==> config.mk <==
export PLATFORM = sky130hd
export DESIGN_NAME = coop_task_delta_timer_scheduler_flat
export DESIGN_NICKNAME = d
export VERILOG_FILES = /design/src/rtl/core/ctds_pkg.sv /design/src/rtl/core/ctds_if.sv /design/src/rtl/core/ctds_ctrl.sv /design/src/rtl/core/ctds_dp.sv /design/src/rtl/core/coop_task_delta_timer_scheduler.sv /design/src/flat_wrapper.sv
export SDC_FILE = /design/constraint.sdc
export NUM_CORES = 1
export LEC_CHECK = 0
export BUFFER_PORTS_ARGS = -buffer_cell sky130_fd_sc_hd__buf_4
export CORE_ASPECT_RATIO = 1.4
export CORE_UTILIZATION = 50
export CTS_CLUSTER_DIAMETER = 50
export CTS_CLUSTER_SIZE = 8
export DETAILED_ROUTE_END_ITERATION = 10
export GPL_TIMING_DRIVEN = 0
export PLACE_DENSITY = 0.71
export SYNTH_ARGS = -nofsm -noshare
export SYNTH_HDL_FRONTEND = slang
export SYNTH_SLANG_ARGS = --single-unit
==> constraint.sdc <==
create_clock -name clock -period 6.2 [get_ports clock]
set_clock_uncertainty 0.2 [all_clocks]
set_input_delay 0.93 -clock clock [delete_from_list [all_inputs] [get_ports clock]]
set_output_delay 0.93 -clock clock [all_outputs]
set_load 0.01 [all_outputs]
==> src/rtl/core/ctds_pkg.sv <==
package ctds_pkg;

   localparam int TASKS = 8;
   localparam int IDX_W = (TASKS > 1) ? $clog2(TASKS) : 1;
   localparam int CNT_W = $clog2(TASKS + 1);

   localparam logic [1:0] KIND_REGISTER = 2'd0;
   localparam logic [1:0] KIND_DISPATCH = 2'd1;
   localparam logic [1:0] KIND_COMPLETE = 2'd2;
   localparam logic [1:0] KIND_ALARM    = 2'd3;

   localparam logic [1:0] ST_STOPPED = 2'd0;
   localparam logic [1:0] ST_READY   = 2'd1;
   localparam logic [1:0] ST_WAITING = 2'd2;
   localparam logic [1:0] ST_BLOCKED = 2'd3;

   localparam logic CSR_MIN_WAIT = 1'b0;
   localparam logic CSR_MAX_WAIT = 1'b1;

   // command from controller to datapath
   typedef struct packed {
      logic             load;      // capture request, reset scan regs
      logic             scan;      // process slot at scan index
      logic             sweep;     // second alarm pass: subtract best
      logic             finish;    // commit result register
      logic [CNT_W-1:0] step;      // scan position
   } cmd_type;

   typedef struct packed {
      logic [1:0] kind;
   } stat_type;

endpackage

==> src/rtl/core/ctds_if.sv <==
interface ctds_req_if;
   logic        valid;
   logic        ready;
   logic [1:0]  kind;
   logic [2:0]  task_index;
   logic [1:0]  returned_state;
   logic [15:0] wait_time;
   modport source (output valid, kind, task_index, returned_state, wait_time, input ready);
   modport sink (input valid, kind, task_index, returned_state, wait_time, output ready);
endinterface

interface ctds_rsp_if;
   logic        valid;
   logic        ready;
   logic [2:0]  slot;
   logic        slot_valid;
   logic [15:0] alarm_length;
   logic        alarm_set;
   logic [7:0]  woken_mask;
   modport source (output valid, slot, slot_valid, alarm_length, alarm_set, woken_mask,
                   input ready);
   modport sink (input valid, slot, slot_valid, alarm_length, alarm_set, woken_mask,
                 output ready);
endinterface

interface ctds_csr_if;
   logic        valid;
   logic        ready;
   logic        index;
   logic [15:0] data;
   modport source (output valid, index, data, input ready);
   modport sink (input valid, index, data, output ready);
endinterface

==> src/rtl/core/ctds_ctrl.sv <==
module ctds_ctrl (
   input  logic                 clock,
   input  logic                 reset,
   input  logic                 req_fire,
   input  logic                 rsp_busy,
   input  ctds_pkg::stat_type   stat,
   output logic                 req_ready,
   output ctds_pkg::cmd_type    cmd
);
   localparam logic [1:0] S_IDLE  = 2'd0;
   localparam logic [1:0] S_SCAN  = 2'd1;
   localparam logic [1:0] S_SWEEP = 2'd2;
   localparam logic [1:0] S_DONE  = 2'd3;

   logic [1:0]                 state_ff, state_in;
   logic [ctds_pkg::CNT_W-1:0] step_ff, step_in;
   logic                       last;

   assign last = (step_ff == ctds_pkg::CNT_W'(ctds_pkg::TASKS - 1));
   assign req_ready = (state_ff == S_IDLE);

   always_comb begin
      state_in = state_ff;
      step_in = step_ff;
      cmd = '0;
      cmd.step = step_ff;
      unique case (state_ff)
         S_IDLE: begin
            if (req_fire) begin
               cmd.load = 1'b1;
               // every kind walks the table, alarm twice; completion grows other waiters
               state_in = S_SCAN;
               step_in = '0;
            end
         end
         S_SCAN: begin
            cmd.scan = 1'b1;
            step_in = step_ff + 1'b1;
            if (last) begin
               step_in = '0;
               state_in = (stat.kind == ctds_pkg::KIND_ALARM) ? S_SWEEP : S_DONE;
            end
         end
         S_SWEEP: begin
            cmd.sweep = 1'b1;
            step_in = step_ff + 1'b1;
            if (last) state_in = S_DONE;
         end
         S_DONE: begin
            if (!rsp_busy) begin
               cmd.finish = 1'b1;
               state_in = S_IDLE;
            end
         end
         default: state_in = S_IDLE;
      endcase
   end

   always_ff @(posedge clock) begin
      if (reset) begin
         state_ff <= S_IDLE;
         step_ff <= '0;
      end else begin
         state_ff <= state_in;
         step_ff <= step_in;
      end
   end

`ifndef SYNTHESIS
   a_scan_bounded: assert property (@(posedge clock) disable iff (reset)
      (state_ff == S_SCAN || state_ff == S_SWEEP)
         |-> step_ff < ctds_pkg::CNT_W'(ctds_pkg::TASKS)) else $error("step overrun");
   a_load_only_idle: assert property (@(posedge clock) disable iff (reset)
      cmd.load |-> state_ff == S_IDLE) else $error("load outside idle");
   a_finish_returns: assert property (@(posedge clock) disable iff (reset)
      cmd.finish |=> state_ff == S_IDLE) else $error("finish did not return");
`endif
endmodule

==> src/rtl/core/ctds_dp.sv <==
module ctds_dp (
   input  logic               clock,
   input  logic               reset,
   input  ctds_pkg::cmd_type  cmd,
   output ctds_pkg::stat_type stat,
   input  logic [1:0]         req_kind,
   input  logic [2:0]         req_task_index,
   input  logic [1:0]         req_returned_state,
   input  logic [15:0]        req_wait_time,
   input  logic               csr_we,
   input  logic               csr_index,
   input  logic [15:0]        csr_data,
   input  logic               rsp_take,
   output logic               rsp_valid,
   output logic [2:0]         rsp_slot,
   output logic               rsp_slot_valid,
   output logic [15:0]        rsp_alarm_length,
   output logic               rsp_alarm_set,
   output logic [7:0]         rsp_woken_mask
);
   localparam int N = ctds_pkg::TASKS;
   localparam int IW = ctds_pkg::IDX_W;

   logic [1:0]  st_ff [N];
   logic [15:0] off_ff [N];
   logic [15:0] timer_ff, min_ff, max_ff;
   logic [IW-1:0] cur_ff;

   logic [1:0]  kind_ff;
   logic [2:0]  idx_ff;
   logic [1:0]  rst_ff;
   logic [15:0] wait_ff;

   logic          found_ff;
   logic [IW-1:0] fslot_ff;
   logic          any_ff;
   logic [15:0]   best_ff;
   logic [7:0]    mask_ff;

   logic          ov_ff;
   logic [2:0]    os_ff;
   logic          osv_ff;
   logic [15:0]   ol_ff;
   logic          oset_ff;
   logic [7:0]    om_ff;

   logic [IW-1:0] sidx, didx, cidx;
   logic [IW:0]   dsum;
   logic          cidx_ok;
   logic [15:0]   diff;
   logic          wait_in_range, shorter, wait_first;
   logic [16:0]   grown;

   assign stat.kind = kind_ff;
   assign sidx = cmd.step[IW-1:0];
   assign dsum = {1'b0, cur_ff} + {1'b0, sidx};
   assign didx = (dsum >= (IW+1)'(N)) ? IW'(dsum - (IW+1)'(N)) : dsum[IW-1:0];
   assign cidx_ok = ({29'd0, idx_ff} < 32'(N));
   assign cidx = IW'(idx_ff);
   assign wait_in_range = (wait_ff >= min_ff) && (wait_ff <= max_ff);
   assign shorter = (timer_ff == 16'd0) || (timer_ff >= wait_ff);
   // accepted wait that restarts the timer
   assign wait_first = cidx_ok && (rst_ff == ctds_pkg::ST_WAITING) && wait_in_range
                       && shorter;
   assign diff = (timer_ff == 16'd0) ? 16'd0 : timer_ff - wait_ff;
   assign grown = {1'b0, off_ff[sidx]} + {1'b0, diff};

   always_ff @(posedge clock) begin
      if (reset) begin
         for (int i = 0; i < N; i++) begin
            st_ff[i] <= ctds_pkg::ST_STOPPED;
            off_ff[i] <= '0;
         end
         timer_ff <= '0;
         cur_ff <= '0;
         min_ff <= 16'd1;
         max_ff <= 16'hffff;
         ov_ff <= 1'b0;
      end else begin
         if (csr_we) begin
            if (csr_index == ctds_pkg::CSR_MIN_WAIT) min_ff <= csr_data;
            else max_ff <= csr_data;
         end
         if (cmd.finish) ov_ff <= 1'b1;
         else if (rsp_take) ov_ff <= 1'b0;
         if (cmd.load) begin
            kind_ff <= req_kind;
            idx_ff <= req_task_index;
            rst_ff <= req_returned_state;
            wait_ff <= req_wait_time;
            found_ff <= 1'b0;
            fslot_ff <= '0;
            any_ff <= 1'b0;
            best_ff <= '0;
            mask_ff <= '0;
         end
         if (cmd.scan) begin
            unique case (kind_ff)
               ctds_pkg::KIND_REGISTER: begin
                  if (!found_ff && st_ff[sidx] == ctds_pkg::ST_STOPPED) begin
                     found_ff <= 1'b1;
                     fslot_ff <= sidx;
                     st_ff[sidx] <= ctds_pkg::ST_READY;
                     off_ff[sidx] <= '0;
                  end
               end
               ctds_pkg::KIND_DISPATCH: begin
                  if (!found_ff && st_ff[didx] == ctds_pkg::ST_READY) begin
                     found_ff <= 1'b1;
                     fslot_ff <= didx;
                  end
               end
               ctds_pkg::KIND_ALARM: begin
                  if (st_ff[sidx] == ctds_pkg::ST_WAITING) begin
                     if (off_ff[sidx] < min_ff) begin
                        st_ff[sidx] <= ctds_pkg::ST_READY;
                        if ({{(32-IW){1'b0}}, sidx} < 32'd8)
                           mask_ff[sidx[2:0]] <= 1'b1;
                     end else if (!any_ff || off_ff[sidx] < best_ff) begin
                        any_ff <= 1'b1;
                        best_ff <= off_ff[sidx];
                     end
                  end
               end
               // completion: grow other waiters when the new wait goes first
               default: begin
                  if (cidx_ok && rst_ff == ctds_pkg::ST_WAITING && wait_in_range
                      && timer_ff != 16'd0 && timer_ff >= wait_ff && sidx != cidx
                      && st_ff[sidx] == ctds_pkg::ST_WAITING)
                     off_ff[sidx] <= grown[16] ? 16'hffff : grown[15:0];
               end
            endcase
         end
         if (cmd.sweep && any_ff && st_ff[sidx] == ctds_pkg::ST_WAITING)
            off_ff[sidx] <= off_ff[sidx] - best_ff;
         if (cmd.finish) begin
            unique case (kind_ff)
               ctds_pkg::KIND_REGISTER, ctds_pkg::KIND_DISPATCH: begin
                  osv_ff <= found_ff;
                  os_ff <= found_ff ? 3'({{(32-IW){1'b0}}, fslot_ff}) : 3'd0;
                  ol_ff <= '0;
                  oset_ff <= 1'b0;
                  om_ff <= '0;
                  if (kind_ff == ctds_pkg::KIND_DISPATCH && found_ff)
                     cur_ff <= (fslot_ff == IW'(N - 1)) ? '0 : fslot_ff + 1'b1;
               end
               ctds_pkg::KIND_ALARM: begin
                  os_ff <= '0;
                  osv_ff <= 1'b0;
                  om_ff <= mask_ff;
                  timer_ff <= any_ff ? best_ff : 16'd0;
                  ol_ff <= any_ff ? best_ff : 16'd0;
                  oset_ff <= any_ff;
               end
               default: begin
                  os_ff <= '0;
                  osv_ff <= 1'b0;
                  om_ff <= '0;
                  ol_ff <= wait_first ? wait_ff : 16'd0;
                  oset_ff <= wait_first;
                  if (cidx_ok) begin
                     // out-of-range wait makes the task ready
                     st_ff[cidx] <= (rst_ff == ctds_pkg::ST_WAITING && !wait_in_range)
                                    ? ctds_pkg::ST_READY : rst_ff;
                     if (wait_first) begin
                        off_ff[cidx] <= '0;
                        timer_ff <= wait_ff;
                     end else if (rst_ff == ctds_pkg::ST_WAITING && wait_in_range) begin
                        off_ff[cidx] <= wait_ff - timer_ff;
                     end
                  end
               end
            endcase
         end
      end
   end

   assign rsp_valid = ov_ff;
   assign rsp_slot = os_ff;
   assign rsp_slot_valid = osv_ff;
   assign rsp_alarm_length = ol_ff;
   assign rsp_alarm_set = oset_ff;
   assign rsp_woken_mask = om_ff;

`ifndef SYNTHESIS
   a_finish_valid: assert property (@(posedge clock) disable iff (reset)
      cmd.finish |=> rsp_valid) else $error("finish without response");
   a_no_finish_busy: assert property (@(posedge clock) disable iff (reset)
      cmd.finish |-> (!ov_ff || rsp_take)) else $error("response overwritten");
   a_set_nonalarm_nomask: assert property (@(posedge clock) disable iff (reset)
      (rsp_valid && rsp_slot_valid) |-> (!rsp_alarm_set && rsp_woken_mask == 8'd0))
      else $error("mixed response");
`endif
endmodule

==> src/rtl/core/coop_task_delta_timer_scheduler.sv <==
// cooperative task scheduler with a delta-timer wait queue. one request is
// handled at a time: every request walks the task table one slot per cycle
// (alarm walks it twice: find/wake, then subtract the new timer; completion
// uses its walk to push other waiters later). the result sits in an output
// register, so the next request is taken while it waits.
// csr index 0 is min_wait, 1 is max_wait; write only while idle.
module coop_task_delta_timer_scheduler (
   input logic        clock,
   input logic        reset,
   ctds_req_if.sink   req,
   ctds_rsp_if.source rsp,
   ctds_csr_if.sink   csr
);
   ctds_pkg::cmd_type  cmd;
   ctds_pkg::stat_type stat;
   logic               req_fire;
   logic               rsp_busy;

   assign req_fire = req.valid && req.ready;
   // output register still full and not being taken
   assign rsp_busy = rsp.valid && !rsp.ready;
   assign csr.ready = 1'b1;

   // controller: sequences the table walk
   ctds_ctrl u_ctrl (
      .clock     (clock),
      .reset     (reset),
      .req_fire  (req_fire),
      .rsp_busy  (rsp_busy),
      .stat      (stat),
      .req_ready (req.ready),
      .cmd       (cmd)
   );

   // datapath: task table, timer, result register
   ctds_dp u_dp (
      .clock              (clock),
      .reset              (reset),
      .cmd                (cmd),
      .stat               (stat),
      .req_kind           (req.kind),
      .req_task_index     (req.task_index),
      .req_returned_state (req.returned_state),
      .req_wait_time      (req.wait_time),
      .csr_we             (csr.valid && csr.ready),
      .csr_index          (csr.index),
      .csr_data           (csr.data),
      .rsp_take           (rsp.valid && rsp.ready),
      .rsp_valid          (rsp.valid),
      .rsp_slot           (rsp.slot),
      .rsp_slot_valid     (rsp.slot_valid),
      .rsp_alarm_length   (rsp.alarm_length),
      .rsp_alarm_set      (rsp.alarm_set),
      .rsp_woken_mask     (rsp.woken_mask)
   );
endmodule
==> src/flat_wrapper.sv <==
// flat-port wrapper written by rule: the top's interface ports become plain ports
module coop_task_delta_timer_scheduler_flat 
  (clock, reset, req_valid, req_kind, req_task_index, req_returned_state, req_wait_time, req_ready, rsp_valid, rsp_slot, rsp_slot_valid, rsp_alarm_length, rsp_alarm_set, rsp_woken_mask, rsp_ready, csr_valid, csr_index, csr_data, csr_ready);
  ctds_req_if req_i ();
  ctds_rsp_if rsp_i ();
  ctds_csr_if csr_i ();
  input logic clock;
  input logic reset;
  input wire logic [$bits(req_i.valid)-1:0] req_valid;
  input wire logic [$bits(req_i.kind)-1:0] req_kind;
  input wire logic [$bits(req_i.task_index)-1:0] req_task_index;
  input wire logic [$bits(req_i.returned_state)-1:0] req_returned_state;
  input wire logic [$bits(req_i.wait_time)-1:0] req_wait_time;
  output wire logic [$bits(req_i.ready)-1:0] req_ready;
  output wire logic [$bits(rsp_i.valid)-1:0] rsp_valid;
  output wire logic [$bits(rsp_i.slot)-1:0] rsp_slot;
  output wire logic [$bits(rsp_i.slot_valid)-1:0] rsp_slot_valid;
  output wire logic [$bits(rsp_i.alarm_length)-1:0] rsp_alarm_length;
  output wire logic [$bits(rsp_i.alarm_set)-1:0] rsp_alarm_set;
  output wire logic [$bits(rsp_i.woken_mask)-1:0] rsp_woken_mask;
  input wire logic [$bits(rsp_i.ready)-1:0] rsp_ready;
  input wire logic [$bits(csr_i.valid)-1:0] csr_valid;
  input wire logic [$bits(csr_i.index)-1:0] csr_index;
  input wire logic [$bits(csr_i.data)-1:0] csr_data;
  output wire logic [$bits(csr_i.ready)-1:0] csr_ready;
  assign req_i.valid = req_valid;
  assign req_i.kind = req_kind;
  assign req_i.task_index = req_task_index;
  assign req_i.returned_state = req_returned_state;
  assign req_i.wait_time = req_wait_time;
  assign req_ready = req_i.ready;
  assign rsp_valid = rsp_i.valid;
  assign rsp_slot = rsp_i.slot;
  assign rsp_slot_valid = rsp_i.slot_valid;
  assign rsp_alarm_length = rsp_i.alarm_length;
  assign rsp_alarm_set = rsp_i.alarm_set;
  assign rsp_woken_mask = rsp_i.woken_mask;
  assign rsp_i.ready = rsp_ready;
  assign csr_i.valid = csr_valid;
  assign csr_i.index = csr_index;
  assign csr_i.data = csr_data;
  assign csr_ready = csr_i.ready;
  coop_task_delta_timer_scheduler u_core (.clock(clock), .reset(reset), .req(req_i), .rsp(rsp_i), .csr(csr_i));
endmodule
Yosys cells after proc, flatten, opt, wreduce, memory -nomap -nowiden
Memories as Yosys holds them, arrays and structs flattened. A register that Yosys moved wholly into a read port is not among the register bits.
Cells that the tools add are included.

storage, ports and cells
  flip-flop bits (word level) = 139
  latch bits = 0
  bits in writable memories = 144
  ROM bits = 0
  bits of input ports = 45
  output and inout port bits = 32
  word-level logic and storage cells = 222
  memories kept = 2

memories
  name                words  width  rd ports  clocked after Yosys merged registers in  write ports  RTL line       RTL
  u_core.u_dp.off_ff  8      16     1         1                                        8            ctds_dp.sv:25  logic [15:0] off_ff [N];
  u_core.u_dp.st_ff   8      2      2         1                                        8            ctds_dp.sv:24  logic [1:0] st_ff [N];

operators by class
  $add $sub $neg = 8
  multiply operators = 0
  divide/modulo/power cells = 0
  $lt $le $gt $ge = 8
  equal/unequal tests = 15
  shift operators = 0
  multiplexer cells = 114
  bitwise gates (word level) = 8
  reduce and logical (&&, ||, !) cells = 46

operator list
  kind                                                              count
  16-bit two-way mux                                                16
  16-bit case mux with 2 select lines                               2
  1-bit two-way mux                                                 60
  8-bit two-way mux                                                 6
  16-bit subtractor                                                 3
  3-bit two-way mux                                                 14
  16-bit >= comparator                                              2
  16-bit less-than comparator                                       2
  16-bit OR reduction                                               2
  16-bit by 16-bit adder with 17-bit output                         1
  1-bit logical AND                                                 17
  16-bit <= comparator                                              1
  16-bit logical NOT                                                1
  2-bit two-way mux                                                 8
  16-bit nonzero test                                               1
  4-bit case mux with 3 select lines                                1
  2-bit AND reduction                                               6
  2-bit == test (second input constant)                             5
  4-bit two-way mux                                                 2
  2-bit != test (second input constant)                             4
  8-bit bitwise OR                                                  1
  2-bit case mux with 4 select lines                                1
  2-bit by 1-bit == test with 1-bit output (second input constant)  3
  2-bit logical NOT                                                 3
  23 further kinds                                                  37

Logic depth before layout (Yosys ltp)
Gate-level depths: netlist of the first run.

  word-level depth = 17
  mapped depth = 22
  gate-level depth less buffers = 21

Hierarchy
From an unflattened synthesis of the first run, not the netlist that was laid out.

unflattened totals
  cells, all modules = 1717
  area, all modules = 17096.4 µm²

modules (own cells, without submodules)
  module                           instances  cells an instance  area an instance (µm²)  seq. area each (µm²)
  ctds_dp                          1          1662               16644.7                 7797.5
  ctds_ctrl                        1          50                 417.9                   120.1
  coop_task_delta_timer_scheduler  1          5                  33.8                    0.0

Worst setup path before layout of the first run
No wires, ideal clock.

  kind = reg2reg
  start point = register (tool-made name)
  end point = memory u_core.u_dp.off_ff[0][15], data pin
  library setup time = 0.286 ns
  arrival time = 4.450 ns
  data required time = 5.714 ns
  setup slack = 1.265 ns
  cell stages (with the launch flop) = 15
  path buffers = 2
  period minus slack after synthesis = 4.935 ns
  cells stage by stage = dfxtp_1 -> buf_4 -> buf_1 -> mux4_2 -> mux2i_1 -> inv_1 -> ha_1 -> nor2b_1 -> o31a_1 -> nor4_1 -> o21ai_0 -> o31ai_1 -> o21ai_0 -> a311oi_1 -> o32ai_1

RTL lines
  what              RTL line
  end: declaration  ctds_dp.sv:25

==> impl_metrics.py, run 1 <==
metrics = {
    "placed_design": {
        "preCtsSetupSlack_ns": -0.378,
        "io_buffers": 72,
        "dp_hpwl_mm": 36.4,
        "place_congestion": 0.925,
        "post_dp_cell_area_um2": 18200,
        "placedCellCount": 2192,
    },
    "die": {
        "die_x_um": 158,
        "die-area_um2": 34800,
        "core_area_um2": 33400,
        "die_h_um": 220,
        "pin_count": 77,
        "fp-row-count": 79,
        "initial_utilization_pct": 50.9,
    },
    "cts": {
        "clk_path_buf_depth": 3,
        "clk_pin_slew_ns": 0.05,
        "cts_tree": "yes",
        "clock-sinks": 286,
        "holdBufCountCts": 0,
        "cts_setup_buffers": 0,
        "clock_latency_ns": 0.56,
        "cts-buffers-inserted": 43,
        "ctsRootBufferMaster": "clkbuf_16",
        "cts_max_level": 2,
    },
    "finish": {
        "antenna_cells": 0,
        "finalInstanceArea_um2": 19600,
        "drive_gt1_share_pct": 12.1,
        "area_growth_pct": 15.3,
        "nNetsFinal": 1960,
        "final_cells": 2270,
    },
    "yosys": {
        "yosys-top-cells-area": "edfxtp_1 (40%), ha_1 (8.7%), dfxtp_1 (7.2%), nor2_1 (5.2%), mux4_2 (4.8%)",
        "synth_area_per_cell_um2": 10.2,
        "ys_ff_latch": 286,
        "synth_common_cells": "nor2_1 (236), edfxtp_1 (225), nand2_1 (157), inv_1 (119), ha_1 (118)",
        "synth_top_area_cell": "edfxtp_1",
        "yosysWarnings": 0,
        "async_reset_ff_share_pct": 0,
        "ys_seq_area_share_pct": 46.9,
        "synthDominantCellAreaShare_pct": 39.7,
        "ys_types": 73,
        "yosysMostFrequentCell": "nor2_1",
        "yosys_most_used_dff": "edfxtp_1",
        "synthesis.instances": 1674,
        "netlist_area_um2": 17000,
        "synth.net_count": 1842,
        "synth_edf_count": 225,
    },
    "timing": {
        "layout_min_cycle_time_ns": 5.93,
        "finalHoldViolCount": 0,
        "fmax_mhz": 169,
        "slew_headroom_pct": 6.00,
        "fin_crit_sh_pct": 95.6,
        "tightest_slew_ns": 1.40,
        "slew_viol_final": 0,
        "whs_ns": 0.262,
        "setup_tns_ns": 0,
        "setup_viol": 0,
        "worst_slack_ns": 0.272,
    },
    "routing": {
        "avgViaCountPerCell": 5.93,
        "drc_errors": 0,
        "dr_wl_met2_mm": 24.1,
        "wl_per_cell_um": 20.9,
        "initialDrtViolationCount": 1150,
        "totalWireLength_mm": 47.4,
        "wl_met3_mm": 2.21,
        "wl_met1_mm": 17.9,
        "ant_nets": 0,
        "dr.max_layer_used": "met4",
        "num_vias": 13453,
        "drt_pass1_iterations": 5,
    },
    "power": {
        "swShare_pct": 32.3,
        "p_seq_share_pct": 37.0,
        "clockPowerShare_pct": 35.6,
        "p_switching_mw": 2.05,
        "max-vdd-ir-drop_mv": 0.186,
        "comb_power_share_pct": 27.3,
        "p_int_mw": 4.30,
        "p_leak_nw": 7.57,
        "p_per_area_nw_per_um2": 324,
    },
    "run_status": {
        "run_status": "completed",
    },
    "worst_setup_path": {
        "end_kind": "flop",
        "path_cells": "buf_4 > clkdlybuf4s15_2 > mux4_2 > mux2i_1 > inv_1 > ha_1 > nor2b_1 > o31a_1 > nor4_1 > o21ai_0 > o31ai_2 > o21ai_0 > nor4_1 > a311oi_4 > o32ai_1",
        "cpPeakStageDelay_ns": 0.57,
        "worst_setup_path_start_kind": "flop",
        "critPathMaxFanout": 10,
        "critPathTopFamily": "compound AO/OA/AOI/OAI gates",
        "cp_num_buf_inv": 3,
        "crit_type": "flop to flop",
        "crit_required_ns": 6.35,
        "arrival_ns": 6.08,
        "slowest_stage": "mux4_2",
    },
    "grt": {
        "grt_max_degree": 30,
        "grt.total_usage_pct": 27.9,
        "grt_pass1_wl_mm": 73.1,
        "antenna_found_initial": 0,
        "grt_pass1_vias": 13487,
        "grt_overflow": 0,
    },
    "run": {
        "drv_cap": 0,
    },
    "worst_hold_path": {
        "hold_path.class": "flop to flop",
    },
}
final timing paths:
path / startpoint / end / slack (ns) / cells after the start
worst max-delay path: flop / u_core.u_dp.off_ff[7][15]$_SDFFCE_PN0P_ / 0.27 / 15
worst min-delay path: u_core.u_dp.min_ff[15]$_SDFFE_PP0P_ / u_core.u_dp.min_ff[15]$_SDFFE_PP0P_ / 0.26 / 2
worst max register to register: flop / u_core.u_dp.off_ff[7][15]$_SDFFCE_PN0P_ / 0.27 / 15
worst min register to register: u_core.u_dp.min_ff[15]$_SDFFE_PP0P_ / u_core.u_dp.min_ff[15]$_SDFFE_PP0P_ / 0.26 / 2
cell usage in the layout (no fill, tap or decap), types with 29 or more instances in the layout:
cell type | synthesis | routed
clkbuf_1 | 71 | 96
buf_4 | 2 | 74
nor2_1 | 236 | 234
clkbuf_16 | 0 | 43
o21ai_0 | 54 | 54
mux4_2 | 36 | 36
mux2i_1 | 29 | 29
edfxtp_1 | 225 | 225
ha_1 | 118 | 118
inv_1 | 119 | 119
dfxtp_1 | 61 | 61
a21oi_1 | 85 | 81
nand2_1 | 157 | 157
nand3_1 | 51 | 51
routing by layer:
| layer | up-vias | track usage (%) |
|---|---|---|
| met5 | - | 0 |
| met4 | 0 | 17.9 |
| met3 | 148 | 3.53 |
| met2 | 459 | 50.2 |
| met1 | 6515 | 30.8 |
| li1 | 6331 | - |
repair_timing:
| action | CTS | global route |
|---|---|---|
| endpoints found under the hold margin | 0 | 0 |
| setup endpoints to repair | 34 | 79 |
| gates resized for setup | 8 | 13 |
cell families (layout without fill, tap and decap cells):
kind of cell    after synthesis  in the layout  synth area share (%)
compound gates              346            346                  13.8
xor+xnor                     41             41                  2.11
fa+ha+maj                   123            123                  9.27
buf+inv                     203            354                  4.57
flops                       286            286                  46.9
mux                          83             83                  7.73
other cells                   1              1                0.0220
simple gates                591            591                  15.6
tightest hold or removal path: stages (launching register included):
cell     delay (ns)
dfxtp_1        0.31
nand2_1        0.05
a21oi_1        0.06
final cells by class:
cell class	count	area [um2]
tap	445	557
multi-input combinational	1185	8410
clock buffer	71	1190
inverter	119	447
fill	2871	13800
sequential	286	7980
timing repair buffer	73	568
buffer	84	342
clock inverter	7	120
through the flow:
stage / utilization (%) / power, mW
after global routing: 58.7 / 6.62
after CTS: 58.4 / 6.30
after global placement: 54.2 / 3.99
final: 58.7 / 6.35
after detailed placement: 54.4 / 4.04
after floorplan: - / 3.55
power groups by stage:
stage	clock network (mW)	logic (mW)	registers, mW
floorplan	0	1.23	2.33
CTS	2.28	1.68	2.35
finish	2.26	1.73	2.35
detailed placement	0	1.66	2.38
global placement	0	1.61	2.38
global route	2.36	1.89	2.36
sequential cells by signal (all words and copies together), names as in the netlist, 3 cells and up, named ones only:
register and cells:
u_core.u_dp.min_ff 16, u_core.u_dp.cidx 3, u_core.u_ctrl.step_ff 4, u_core.u_dp.wait_ff 16
u_core.u_dp.timer_ff 16, u_core.u_dp.fslot_ff 3, u_core.u_dp.max_ff 16, u_core.u_dp.st_ff 16
u_core.u_dp.mask_ff 8, u_core.u_dp.rsp_slot 3, u_core.u_dp.off_ff 128, u_core.u_dp.rsp_alarm_length 16
u_core.u_dp.cur_ff 3, u_core.u_dp.rsp_woken_mask 8, u_core.u_dp.best_ff 16
No activity file was read; power rests on OpenSTA's default activity.
==> inputs of run 2 (changes only) <==
--- a/config.mk
+++ b/config.mk
@@ -5,6 +5,7 @@
 export SDC_FILE = /design/constraint.sdc
 export NUM_CORES = 1
 export LEC_CHECK = 0
+export ABC_AREA = 1
 export BUFFER_PORTS_ARGS = -buffer_cell sky130_fd_sc_hd__buf_4
 export CORE_ASPECT_RATIO = 1.4
 export CORE_UTILIZATION = 50
==> constraint.sdc (replaced) <==
create_clock -name clock -period 6.2 [get_ports clock]
set_clock_uncertainty 0.2 [all_clocks]
set_input_delay 0.93 -clock clock [delete_from_list [all_inputs] [get_ports clock]]
set_output_delay 0.93 -clock clock [all_outputs]
set_load 0.1 [all_outputs]
==> run 2 against run 1 <==
Via count up 16%. Non-clock buffer count rose by 7. Synthesized cell count increased by 30%. Critical path depth is 6 higher. Core utilization down 0.59 points. Synthesized area increased by 4.7%. Hold slack gained 0.024 ns. Global-route usage up 2.4 points. Sequential cell count stayed put. Register-to-register slack better by 0.19 ns. Die area increased by 4.7%. Final area is 3.6% higher. Critical endpoint is now u_core.u_dp.off_ff[3][14]$_SDFFCE_PN0P_. Largest power group is now combinational cells.
==> impl_metrics.py, run 2 <==
metrics = {
    "finish": {
        "mostFrequentLayoutCells": "nand2_1 (444), inv_1 (366), edfxtp_1 (225)",
        "antenna_cells": 0,
        "area_growth_pct": 14.0,
        "drive_gt1_share_pct": 9.65,
        "largest_register_ffs": 128,
        "largest_register": "u_core.u_dp.off_ff",
        "seq_area_um2": 7980,
        "finalInstanceArea_um2": 20300,
        "final_core_util_pct": 58.1,
        "num-fill-cells": 3215,
        "multiInputGateArea_um2": 8040,
        "layout_commonest_cell": "nand2_1",
        "nNetsFinal": 2478,
    },
    "worst_setup_path": {
        "rrSetupSlack_ns": 0.46,
        "crit_type": "flop to flop",
        "cpPeakStageDelay_ns": 0.80,
        "crit_required_ns": 6.42,
        "worst_setup_path_start_kind": "flop",
        "cp_num_buf_inv": 7,
        "path_cells": "buf_6 > buf_4 > clkbuf_1 > o21ai_0 > o22ai_1 > inv_1 > o21ai_0 > inv_1 > fa_1 > o21ai_1 > a21boi_1 > o21ai_1 > a21oi_2 > buf_2 > nand3_1 > nand3_1 > nand2_1 > nand2_1 > nand2_1 > nand2_1 > inv_1",
        "cp.depth": 21,
        "slowest_stage": "o21ai_0",
        "critPathTopFamily": "compound AO/OA/AOI/OAI gates",
        "crit_top_cell": "nand2_1",
        "end_kind": "flop",
        "arrival_ns": 5.96,
        "critPathMaxFanout": 10,
        "r2r_cells": 21,
    },
    "die": {
        "core_area_um2": 35000,
        "pin_count": 77,
        "die_h_um": 225,
        "initial_utilization_pct": 51.0,
        "fp-row-count": 81,
        "die_x_um": 162,
        "die-area_um2": 36400,
    },
    "yosys": {
        "ys_types": 54,
        "yosys_most_used_dff": "edfxtp_1",
        "synthesis.instances": 2184,
        "synth_common_cells": "nand2_1 (444), inv_1 (366), edfxtp_1 (225), o21ai_0 (182), nor2_1 (167)",
        "synth_area_per_cell_um2": 8.16,
        "synthDominantCellAreaShare_pct": 37.9,
        "yosysMostFrequentCell": "nand2_1",
        "async_reset_ff_share_pct": 0,
        "ys_ff_latch": 286,
        "synth_edf_count": 225,
        "synth_top_area_cell": "edfxtp_1",
        "yosysWarnings": 0,
        "yosys-top-cells-area": "edfxtp_1 (38%), nand2_1 (9.4%), ha_1 (8.3%), inv_1 (7.7%), dfxtp_1 (6.9%)",
        "netlist_area_um2": 17800,
        "synth.net_count": 2352,
        "ys_seq_area_share_pct": 44.8,
    },
    "routing": {
        "wl_per_cell_um": 19.6,
        "drc_errors": 0,
        "drt_pass1_iterations": 6,
        "num_vias": 15653,
        "ant_nets": 0,
        "initialDrtViolationCount": 1236,
        "avgViaCountPerCell": 5.62,
        "totalWireLength_mm": 54.7,
    },
    "power": {
        "p_per_area_nw_per_um2": 348,
        "p_leak_nw": 9.68,
        "max-vdd-ir-drop_mv": 0.325,
    },
    "timing": {
        "fin_crit_sh_pct": 92.6,
        "slew_viol_final": 0,
        "tightest_slew_ns": 1.45,
        "setup_tns_ns": 0,
        "setup_viol": 0,
        "finalHoldViolCount": 0,
        "whs_ns": 0.286,
        "worst_slack_ns": 0.462,
        "slew_headroom_pct": 2.44,
        "rsz0062_at_grt": "no",
        "fmax_mhz": 174,
        "layout_min_cycle_time_ns": 5.74,
    },
    "grt": {
        "grt_pass1_vias": 15577,
        "antenna_found_initial": 0,
        "grt_pass1_wl_mm": 84.0,
        "grt.total_usage_pct": 30.3,
        "grt_overflow": 0,
        "grt_max_degree": 39,
    },
    "cts": {
        "cts-buffers-inserted": 43,
        "clock_latency_ns": 0.57,
        "clk_path_buf_depth": 3,
        "cts_max_level": 2,
        "cts_tree": "yes",
        "clock-sinks": 286,
        "clk_pin_slew_ns": 0.05,
        "ctsRootBufferMaster": "clkbuf_16",
    },
    "placed_design": {
        "preCtsSetupSlack_ns": 0.422,
        "dp_hpwl_mm": 41.4,
        "place_congestion": 0.967,
        "io_buffers": 75,
        "post_dp_cell_area_um2": 19000,
    },
    "worst_hold_path": {
        "hold_path.class": "flop to flop",
        "worstHoldPathCells": 2,
    },
    "run_status": {
        "run_status": "completed",
    },
    "run": {
        "drv_cap": 0,
    },
}
run 2: report_power, final:
group	total, mW	internal, mW	leakage [nW]	switching (mW)
Combinational	2.56	0.778	6.30	1.78
Clock	2.21	1.33	0.611	0.886
Sequential	2.31	2.22	2.76	0.0871
run 2: routing by layer:
layer	track usage, %	wire (um)	vias up
li1	-	-	7519
met1	33.9	20600	7323
met2	53.1	27100	628
met3	4.58	3250	183
met4	20.5	3780	0
met5	0	0	-
run 2: logic make-up (layout without fill, tap and decap cells):
group / after synthesis / count (layout) / share of synthesized area [%]
fa+ha+maj: 123 / 123 / 8.85
other cells: 1 / 1 / 0.0211
simple gates: 798 / 798 / 19.1
xor+xnor: 36 / 36 / 1.77
buf+inv: 459 / 606 / 10.3
compound gates: 481 / 481 / 15.2
flops: 286 / 286 / 44.8
run 2: through the flow:
step                      cells  total power, mW
after floorplan            2184             4.04
after CTS                  2785             7.05
after detailed placement   2719             4.84
after global routing       2787             7.42
final                      2787             7.08
after global placement     2715             4.78
run 2: final timing paths:
kind	endpoint	start
setup / recovery	u_core.u_dp.off_ff[3][14]$_SDFFCE_PN0P_	flop
hold / removal	u_core.u_dp.timer_ff[5]$_SDFFE_PP0P_	u_core.u_dp.timer_ff[5]$_SDFFE_PP0P_
setup reg to reg	u_core.u_dp.off_ff[3][14]$_SDFFCE_PN0P_	flop
hold reg to reg	u_core.u_dp.timer_ff[5]$_SDFFE_PP0P_	u_core.u_dp.timer_ff[5]$_SDFFE_PP0P_
run 2: tightest hold or removal path, delay by kind of cell (launching register included):
kind	cells	cell delay, ns
DFF	1	0.32
and+or+nand+nor	1	0.06
AOI/OAI and AO/OA	1	0.05
run 2: timing repair:
action,in CTS,in global routing
hold buffers,0,0
endpoints found under the hold margin,0,0
setup buffers,0,0
resized for setup,0,1
setup endpoints to repair,0,3
run 2: area by class of cell:
type / count / share of cell area (%)
Inverter: 376 / 6.96
Clock buffer: 62 / 5.85
Multi-Input combinational cell: 1439 / 39.6
Buffer: 83 / 2.10
Clock inverter: 4 / 0.388
Timing Repair Buffer: 81 / 3.04
Sequential cell: 286 / 39.3
Tap cell: 456 / 2.81
